--- config.mk ---
export PLATFORM = sky130hd
export DESIGN_NAME = curtain_motor_mode_controller_unit
export DESIGN_NICKNAME = d
export VERILOG_FILES = /design/src/design/cmmc_pkg.sv /design/src/design/curtain_motor_mode_controller_unit.sv /design/src/design/cmmc_step.sv
export SDC_FILE = /design/constraint.sdc
export NUM_CORES = 1
export LEC_CHECK = 0
export ABC_AREA = 1
export BUFFER_PORTS_ARGS = -buffer_cell sky130_fd_sc_hd__buf_4
export CAP_MARGIN = 25
export CELL_PAD_IN_SITES_DETAIL_PLACEMENT = 1
export CELL_PAD_IN_SITES_GLOBAL_PLACEMENT = 2
export CORE_MARGIN = 2
export CORE_UTILIZATION = 32
export DETAILED_ROUTE_END_ITERATION = 16
export GPL_ROUTABILITY_DRIVEN = 0
export GPL_TIMING_DRIVEN = 0
export PLACE_DENSITY = 0.74
export REMOVE_ABC_BUFFERS = 1
export SKIP_CTS_REPAIR_TIMING = 1
export SLEW_MARGIN = 30
export SYNTH_ARGS = -nofsm -noshare
export SYNTH_HDL_FRONTEND = slang
export SYNTH_HIERARCHICAL = 1
export SYNTH_SLANG_ARGS = --single-unit
export TNS_END_PERCENT = 50
--- constraint.sdc ---
create_clock -name clk -period 4.4 [get_ports clk]
set_clock_uncertainty 0.15 [all_clocks]
set_input_delay 0.22 -clock clk [delete_from_list [all_inputs] [get_ports clk]]
set_output_delay 0.22 -clock clk [all_outputs]
set_load 0.05 [all_outputs]
--- src/design/cmmc_pkg.sv ---
`timescale 1ns / 1ps
// ----------------------------------------------------------------------------
// cmmc_pkg
// Shared types, codes and reset values of the curtain motor mode controller.
// ----------------------------------------------------------------------------
package cmmc_pkg;

  localparam int TIME_BITS_DEF  = 32;
  localparam int TICK_BITS_DEF  = 16;
  localparam int CFG_DATA_W     = 32;
  localparam int CFG_IDX_W      = 3;

  typedef logic [1:0] drv_t;
  localparam drv_t DRV_STOP  = 2'd0;
  localparam drv_t DRV_OPEN  = 2'd1;
  localparam drv_t DRV_CLOSE = 2'd2;
  localparam drv_t DRV_BAD   = 2'd3;

  typedef logic [1:0] mode_t;
  localparam mode_t MODE_AUTO   = 2'd1;
  localparam mode_t MODE_MANUAL = 2'd2;

  typedef logic [1:0] run_code_t;
  localparam run_code_t RUN_IDLE  = 2'd0;
  localparam run_code_t RUN_CLOSE = 2'd1;
  localparam run_code_t RUN_OPEN  = 2'd2;

  typedef enum logic [2:0] {
    PH_IDLE  = 3'b001,
    PH_CLOSE = 3'b010,
    PH_OPEN  = 3'b100
  } phase_t;

  typedef enum logic [CFG_IDX_W-1:0] {
    CFG_DARK        = 3'd0,
    CFG_BRIGHT      = 3'd1,
    CFG_CLOSE_TOD   = 3'd2,
    CFG_OPEN_TOD    = 3'd3,
    CFG_LOCKOUT     = 3'd4,
    CFG_OPEN_TICKS  = 3'd5,
    CFG_CLOSED_CODE = 3'd6
  } cfg_idx_t;

  typedef struct packed {
    logic [22:0]        dark_threshold;
    logic [22:0]        bright_threshold;
    logic signed [17:0] close_time_of_day;
    logic signed [17:0] open_time_of_day;
    logic [31:0]        lockout_seconds;
    logic [15:0]        open_run_ticks;
    logic [7:0]         closed_code;
  } cfg_t;

  localparam cfg_t CFG_RESET = '{
    dark_threshold:    23'd100,
    bright_threshold:  23'd10000,
    close_time_of_day: -18'sd1,
    open_time_of_day:  -18'sd1,
    lockout_seconds:   32'd79200,
    open_run_ticks:    16'd50,
    closed_code:       8'hFF
  };

  typedef struct packed {
    logic [31:0] now_seconds;
    logic [16:0] day_seconds;
    logic [22:0] light_centilux;
    logic [7:0]  position;
    logic [1:0]  direction_request;
    logic [1:0]  run_mode;
  } in_word_t;

  typedef struct packed {
    logic [1:0] motor_command;
    logic       command_changed;
    logic [1:0] run_phase;
  } out_word_t;

  typedef struct packed {
    phase_t phase;
    drv_t   motor;
    drv_t   prev_dir;
    logic   close_seen;
    logic   open_seen;
  } ctrl_t;

  localparam ctrl_t CTRL_RESET = '{
    phase:      PH_IDLE,
    motor:      DRV_STOP,
    prev_dir:   DRV_STOP,
    close_seen: 1'b0,
    open_seen:  1'b0
  };

endpackage

--- src/design/curtain_motor_mode_controller_unit.sv ---
`timescale 1ns / 1ps
// ----------------------------------------------------------------------------
// curtain_motor_mode_controller_unit
// Curtain motor controller: one tick word in, one motor command word out.
// ----------------------------------------------------------------------------
// Accepts a new tick word every clock unless out_stall backs up the pipe and
// raises in_stall; each yields one result word via the input register, then
// the result register. A tick is decided in one pass of logic between the two
// registers; controller state is updated as the word moves into the result
// register. Configuration is written via cfg_we, cfg_index and cfg_wdata; the
// user must do so only while no word is in flight, unenforced by the block.
module curtain_motor_mode_controller_unit #(
  parameter int TIME_BITS       = cmmc_pkg::TIME_BITS_DEF,
  parameter int TICK_COUNT_BITS = cmmc_pkg::TICK_BITS_DEF
) (
  input  logic                            clk,
  input  logic                            rst_n,
  input  logic                            in_valid,
  output logic                            in_stall,
  input  cmmc_pkg::in_word_t              in_word,
  output logic                            out_valid,
  input  logic                            out_stall,
  output cmmc_pkg::out_word_t             out_word,
  input  logic                            cfg_we,
  input  logic [cmmc_pkg::CFG_IDX_W-1:0]  cfg_index,
  input  logic [cmmc_pkg::CFG_DATA_W-1:0] cfg_wdata
);
  import cmmc_pkg::*;

  cfg_t                       cfg_r;
  in_word_t                   s1_word_r;
  logic                       s1_valid_r;
  logic                       out_valid_r;
  out_word_t                  out_word_r;
  ctrl_t                      ctrl_r;
  ctrl_t                      ctrl_nxt;
  logic [TICK_COUNT_BITS-1:0] tick_r;
  logic [TICK_COUNT_BITS-1:0] tick_nxt;
  logic [TIME_BITS-1:0]       start_r;
  logic [TIME_BITS-1:0]       start_nxt;
  logic [TIME_BITS-1:0]       last_close_r;
  logic [TIME_BITS-1:0]       last_close_nxt;
  logic [TIME_BITS-1:0]       last_open_r;
  logic [TIME_BITS-1:0]       last_open_nxt;
  logic                       changed;
  logic                       out_load;
  logic                       s1_move;
  logic                       in_take;
  run_code_t                  run_code;

  assign out_load = !out_valid_r || !out_stall;
  assign s1_move  = s1_valid_r && out_load;
  assign in_stall = s1_valid_r && !out_load;
  assign in_take  = in_valid && !in_stall;

  assign out_valid = out_valid_r;
  assign out_word  = out_word_r;

  cmmc_step #(
    .TIME_BITS       (TIME_BITS),
    .TICK_COUNT_BITS (TICK_COUNT_BITS)
  ) u_step (
    .cfg            (cfg_r),
    .item           (s1_word_r),
    .ctrl_cur       (ctrl_r),
    .tick_cur       (tick_r),
    .start_cur      (start_r),
    .last_close_cur (last_close_r),
    .last_open_cur  (last_open_r),
    .ctrl_nxt       (ctrl_nxt),
    .tick_nxt       (tick_nxt),
    .start_nxt      (start_nxt),
    .last_close_nxt (last_close_nxt),
    .last_open_nxt  (last_open_nxt),
    .changed        (changed)
  );

  always_comb begin
    unique case (ctrl_nxt.phase)
      PH_CLOSE: run_code = RUN_CLOSE;
      PH_OPEN:  run_code = RUN_OPEN;
      default:  run_code = RUN_IDLE;
    endcase
  end

  // configuration registers
  always_ff @(posedge clk) begin
    if (!rst_n) begin
      cfg_r <= CFG_RESET;
    end else if (cfg_we) begin
      unique case (cfg_idx_t'(cfg_index))
        CFG_DARK:        cfg_r.dark_threshold    <= cfg_wdata[22:0];
        CFG_BRIGHT:      cfg_r.bright_threshold  <= cfg_wdata[22:0];
        CFG_CLOSE_TOD:   cfg_r.close_time_of_day <= cfg_wdata[17:0];
        CFG_OPEN_TOD:    cfg_r.open_time_of_day  <= cfg_wdata[17:0];
        CFG_LOCKOUT:     cfg_r.lockout_seconds   <= cfg_wdata[31:0];
        CFG_OPEN_TICKS:  cfg_r.open_run_ticks    <= cfg_wdata[15:0];
        CFG_CLOSED_CODE: cfg_r.closed_code       <= cfg_wdata[7:0];
        default: begin
        end
      endcase
    end
  end

  // handshake and controller state
  always_ff @(posedge clk) begin
    if (!rst_n) begin
      s1_valid_r   <= 1'b0;
      out_valid_r  <= 1'b0;
      ctrl_r       <= CTRL_RESET;
      tick_r       <= '0;
      start_r      <= '0;
      last_close_r <= '0;
      last_open_r  <= '0;
    end else begin
      if (in_take) begin
        s1_valid_r <= 1'b1;
      end else if (s1_move) begin
        s1_valid_r <= 1'b0;
      end
      if (s1_move) begin
        out_valid_r  <= 1'b1;
        ctrl_r       <= ctrl_nxt;
        tick_r       <= tick_nxt;
        start_r      <= start_nxt;
        last_close_r <= last_close_nxt;
        last_open_r  <= last_open_nxt;
      end else if (!out_stall) begin
        out_valid_r <= 1'b0;
      end
    end
  end

  // payload registers
  always_ff @(posedge clk) begin
    if (in_take) begin
      s1_word_r <= in_word;
    end
    if (s1_move) begin
      out_word_r.motor_command   <= ctrl_nxt.motor;
      out_word_r.command_changed <= changed;
      out_word_r.run_phase       <= run_code;
    end
  end

endmodule

--- src/design/cmmc_step.sv ---
`timescale 1ns / 1ps
// ----------------------------------------------------------------------------
// cmmc_step
// Next-state decision for one tick word: run tracking, direction requests,
// auto and manual triggers with lockout.
// ----------------------------------------------------------------------------
module cmmc_step #(
  parameter int TIME_BITS       = cmmc_pkg::TIME_BITS_DEF,
  parameter int TICK_COUNT_BITS = cmmc_pkg::TICK_BITS_DEF
) (
  input  cmmc_pkg::cfg_t             cfg,
  input  cmmc_pkg::in_word_t         item,
  input  cmmc_pkg::ctrl_t            ctrl_cur,
  input  logic [TICK_COUNT_BITS-1:0] tick_cur,
  input  logic [TIME_BITS-1:0]       start_cur,
  input  logic [TIME_BITS-1:0]       last_close_cur,
  input  logic [TIME_BITS-1:0]       last_open_cur,
  output cmmc_pkg::ctrl_t            ctrl_nxt,
  output logic [TICK_COUNT_BITS-1:0] tick_nxt,
  output logic [TIME_BITS-1:0]       start_nxt,
  output logic [TIME_BITS-1:0]       last_close_nxt,
  output logic [TIME_BITS-1:0]       last_open_nxt,
  output logic                       changed
);
  import cmmc_pkg::*;

  localparam int CMP_W  = (TIME_BITS > 32) ? TIME_BITS : 32;
  localparam int TCMP_W = (TICK_COUNT_BITS > 16) ? TICK_COUNT_BITS : 16;
  localparam logic [TICK_COUNT_BITS-1:0] TICK_MAX = '1;

  logic [TIME_BITS-1:0]       now;
  logic [TIME_BITS-1:0]       close_age;
  logic [TIME_BITS-1:0]       open_age;
  logic                       close_lock;
  logic                       open_lock;
  logic [TICK_COUNT_BITS-1:0] tick_inc;
  logic                       open_done;
  logic [17:0]                close_diff;
  logic [17:0]                open_diff;
  logic                       at_close;
  logic                       at_open;
  logic                       want_close;
  logic                       want_open;

  assign now       = TIME_BITS'(item.now_seconds);
  assign close_age = now - last_close_cur;
  assign open_age  = now - last_open_cur;
  assign close_lock = ctrl_cur.close_seen &&
                      (CMP_W'(close_age) < CMP_W'(cfg.lockout_seconds));
  assign open_lock  = ctrl_cur.open_seen &&
                      (CMP_W'(open_age) < CMP_W'(cfg.lockout_seconds));

  assign tick_inc  = (tick_cur != TICK_MAX) ? tick_cur + 1'b1 : tick_cur;
  assign open_done = (TCMP_W'(tick_inc) >= TCMP_W'(cfg.open_run_ticks)) ||
                     (tick_inc == TICK_MAX);

  // time-of-day match: target enabled, day at or up to one second past it
  assign close_diff = {1'b0, item.day_seconds} - cfg.close_time_of_day;
  assign open_diff  = {1'b0, item.day_seconds} - cfg.open_time_of_day;
  assign at_close = !cfg.close_time_of_day[17] &&
                    ({1'b0, item.day_seconds} >= cfg.close_time_of_day) &&
                    (close_diff < 18'd2);
  assign at_open  = !cfg.open_time_of_day[17] &&
                    ({1'b0, item.day_seconds} >= cfg.open_time_of_day) &&
                    (open_diff < 18'd2);

  always_comb begin
    want_close = 1'b0;
    want_open  = 1'b0;
    if (item.run_mode == MODE_AUTO) begin
      want_close = item.light_centilux < cfg.dark_threshold;
      want_open  = !want_close && (item.light_centilux > cfg.bright_threshold);
    end else if (item.run_mode == MODE_MANUAL) begin
      want_close = at_close;
      want_open  = !at_close && at_open;
    end
  end

  always_comb begin
    ctrl_nxt       = ctrl_cur;
    tick_nxt       = tick_cur;
    start_nxt      = start_cur;
    last_close_nxt = last_close_cur;
    last_open_nxt  = last_open_cur;
    changed        = 1'b0;
    unique case (ctrl_cur.phase)
      PH_CLOSE: begin
        if (item.position == cfg.closed_code) begin
          ctrl_nxt.motor      = DRV_STOP;
          ctrl_nxt.phase      = PH_IDLE;
          ctrl_nxt.close_seen = 1'b1;
          last_close_nxt      = start_cur;
          changed             = 1'b1;
        end
      end
      PH_OPEN: begin
        tick_nxt = tick_inc;
        if (open_done) begin
          ctrl_nxt.motor     = DRV_STOP;
          ctrl_nxt.phase     = PH_IDLE;
          ctrl_nxt.open_seen = 1'b1;
          last_open_nxt      = start_cur;
          changed            = 1'b1;
        end
      end
      PH_IDLE: begin
        if (item.direction_request != ctrl_cur.prev_dir) begin
          ctrl_nxt.prev_dir = item.direction_request;
          if (item.direction_request != DRV_BAD) begin
            ctrl_nxt.motor = item.direction_request;
            changed        = 1'b1;
          end
        end else if (want_close) begin
          // a locked close does not fall through to open
          if (!close_lock) begin
            ctrl_nxt.motor = DRV_CLOSE;
            ctrl_nxt.phase = PH_CLOSE;
            start_nxt      = now;
            changed        = 1'b1;
          end
        end else if (want_open && !open_lock) begin
          ctrl_nxt.motor = DRV_OPEN;
          ctrl_nxt.phase = PH_OPEN;
          start_nxt      = now;
          tick_nxt       = '0;
          changed        = 1'b1;
        end
      end
      default: begin
        ctrl_nxt.phase = PH_IDLE;
      end
    endcase
  end

endmodule
==> flow_summary_export.csv <==
group,metric,value,unit
status,outcome,"finished, violations left",
status,violations,"setup timing",
routing,viasPerCell,4.95,
cells_and_area,area_growth,27.3,%
timing,slew_headroom,0.414,
cells_and_area,final_nets,3997,
synth,yosysSeqAreaShare,0.336,
power,seqPwrFrac,0.362,
placement,port_buffers,130,
power,share_comb_of_total_power,0.260,
floorplan,ios,131,
synth,netlist.area_leader.share,0.222,
routing,wire_per_inst,18.2,µm
clock_tree,cts.sink_count,350,
placement,dp_worst_setup_slack,-2.01,ns
floorplan,die_h,275,µm
power,p_int,6.73,mW
floorplan,initial_utilization,0.323,
power,p_sw_frac,0.328,
synth,yosys.area.top_type,"dfxtp_1",
cells_and_area,stdcell_area,29900,µm²
timing,rsz0062_at_grt,"true",
power,p_clk_frac,0.378,
timing,max_slew.worst_pin.slew,0.876,ns
power,power,10.0,mW
timing,final_max_slew_viol_count,0,
floorplan,chipWidth,275,µm
synth,yosysMostFrequentCell,"nand2_1",
worst_setup_path,crit_type,"reg -> reg",
worst_setup_path,cp_max_fo,6,
worst_setup_path,crit_path_start_kind,"register",
synth,ys_types,53,
min_path,hp-class,"in -> reg",
global_routing,antenna_found_initial,2,
clock_tree,cts_tree,"built",
worst_setup_path,r2r_cells,26,
job,max_cap_viol_count,0,
timing,hold_slack,0.0621,ns
clock_tree,cts_made_buffers,46,
floorplan,rows,99,
clock_tree,clk_pin_slew,0.06,ns
routing,drc,0,
routing,ant_nets,0,
synth,synthesis.area,23500,µm²
timing,finalSetupViolations,58,
power,power_density,334,nW/µm²
global_routing,gr-usage-all-layers,0.207,
synth,synth-edff-count,89,
timing,min_period,5.04,ns
timing,fin_tns_setup,-25.20,ns
synth,async_flop_share,0,
floorplan,die-area,75700,µm²
global_routing,grt_pass1_wl,125,mm
synth,synthFlopType,"dfxtp_1",
min_path,holdPathStages,6,
synth,yosys-top-cells-count,"nand2_1 (702), nor2_1 (504), inv_1 (480)",
routing,vias,23000,
global_routing,overflow,0,
power,power.switching,3.28,mW
timing,setup_slack,-0.640,ns
placement,dpl-instance-area,25700,µm²
synth,synthTopCellsByArea,"dfxtp_1 (22%), ha_1 (12%), edfxtp_1 (11%)",
worst_setup_path,cp.arrival,5.37,ns
clock_tree,cts-root-buf,"clkbuf_16",
worst_setup_path,cp-end-kind,"register",
routing,wirelength,84.6,mm
floorplan,core-area,72800,µm²
timing,period_share,1.15,
worst_setup_path,crit_required,4.73,ns
power,ir_drop,0.000269,V
clock_tree,cts_max_level,2,
synth,ys_ff_latch,350,
cells_and_area,layout-drive-gt1-share,0.151,
clock_tree,clk_latency,0.60,ns
synth,synthCells,3376,
clock_tree,clock_path_buffers,3,
synth,yosysWarnings,6,
power,p_leak,13.8,nW
routing,drtIter0Drc,1087,
timing,clock.fmax,0.198,GHz
timing,finalHoldViolations,0,
global_routing,grt_max_degree,97,
synth,syn_avg_cell_area,6.97,µm²
global_routing,grt_pass1_vias,22600,
routing,drtPass1Iterations,5,
placement,place_hpwl,60.0,mm
-- state kept, by name, summed over array words and instances, names as in the netlist, 5 cells and up --
signal and cells:
tick_r 16, ctrl_r 9, cfg_r 138, s1_word_r 84, last_open_r 32, last_close_r 32
out_word 5, start_r 32
-- layer usage --
layer,global-route usage,wire length [µm],vias up
met5,0,0,-
met4,0.0469,1760,0
met3,0.0204,2370,100
met2,0.346,39600,301
met1,0.287,40800,11200
li1,-,-,11500
-- layout make-up --
class,count,area [µm²]
antenna,1,2.50
clock buffer,62,1270
inverter,487,1840
multi-input combinational,2436,14300
fill,8989,42900
tap,959,1200
sequential,350,7900
clock inverter,24,220
timing repair buffer,328,3170
-- cell usage in the layout, fill, tap and decap left out, types with 20 or more instances in the layout --
cell type / instances
edfxtp_1: 89
ha_1: 200
dfxtp_1: 259
inv_1: 471
nand2_2: 71
a21oi_1: 151
xor2_1: 46
xnor2_1: 29
buf_4: 179
clkbuf_16: 47
o21ai_2: 51
nor2_1: 498
nand2_1: 659
nand4_1: 28
nand3_1: 254
nor3_1: 20
dlygate4sd3_1: 122
o21ai_1: 25
o21ai_0: 176
-- power by group through the flow --
stage / Sequential (mW) / Clock [mW] / Combinational, mW
finish: 3.63 / 3.78 / 2.60
floorplan: 3.65 / 0 / 1.41
detailed placement: 3.70 / 0 / 2.16
CTS: 3.63 / 3.91 / 2.17
global route: 3.65 / 4.03 / 2.91
global placement: 3.69 / 0 / 2.02
-- path summary, 6_finish.rpt --
check                                              from                  endpoint  slack (ns)
worst min-delay path                             cfg_we   cfg_r[116]$_SDFFE_PN0P_        0.06
worst max register to register  s1_word_r[59]$_DFFE_PP_  start_r[18]$_SDFFE_PN0P_       -0.64
worst min register to register    cfg_r[9]$_SDFFE_PN1P_     cfg_r[9]$_SDFFE_PN1P_        0.31
worst max-delay path            s1_word_r[59]$_DFFE_PP_  start_r[18]$_SDFFE_PN0P_       -0.64
-- logic make-up after synthesis --
logic type,Yosys count,synth area share
flip-flops,350,0.336
adder cells (fa/ha/maj),224,0.120
buffers and inverters,599,0.102
AO/OA/AOI/OAI,502,0.121
AND/OR/NAND/NOR,1625,0.293
XOR/XNOR,76,0.0286
-- per-stage QoR --
| stage | cells | util |
|---|---|---|
| detailed placement | 4372 | 0.353 |
| CTS | 4458 | 0.373 |
| global route | 4647 | 0.411 |
| floorplan | 3264 | - |
| global placement | 4353 | 0.345 |
| finish | 4647 | 0.411 |
-- worst max-delay path, stage by stage (launching register included) --
cell and delay, ns:
edfxtp_1 0.49, ha_4 0.30, a21oi_1 0.26, a21boi_0 0.19
o21ai_0 0.41, nand3_4 0.20, nand4_1 0.12, o211ai_1 0.16
a21oi_1 0.23, xor2_1 0.19, ha_1 0.26, nand2_1 0.08
nor2_2 0.05, nand4_1 0.19, buf_4 0.16, a21oi_2 0.03
a211oi_2 0.30, nand2_1 0.15, nand2_4 0.16, nand2_8 0.16
buf_12 0.20, nand2_8 0.11, nand2_1 0.06, nand2_1 0.06
inv_1 0.04, o21ai_1 0.13, nor2_1 0.06
(Power assumes the default switching activity.)
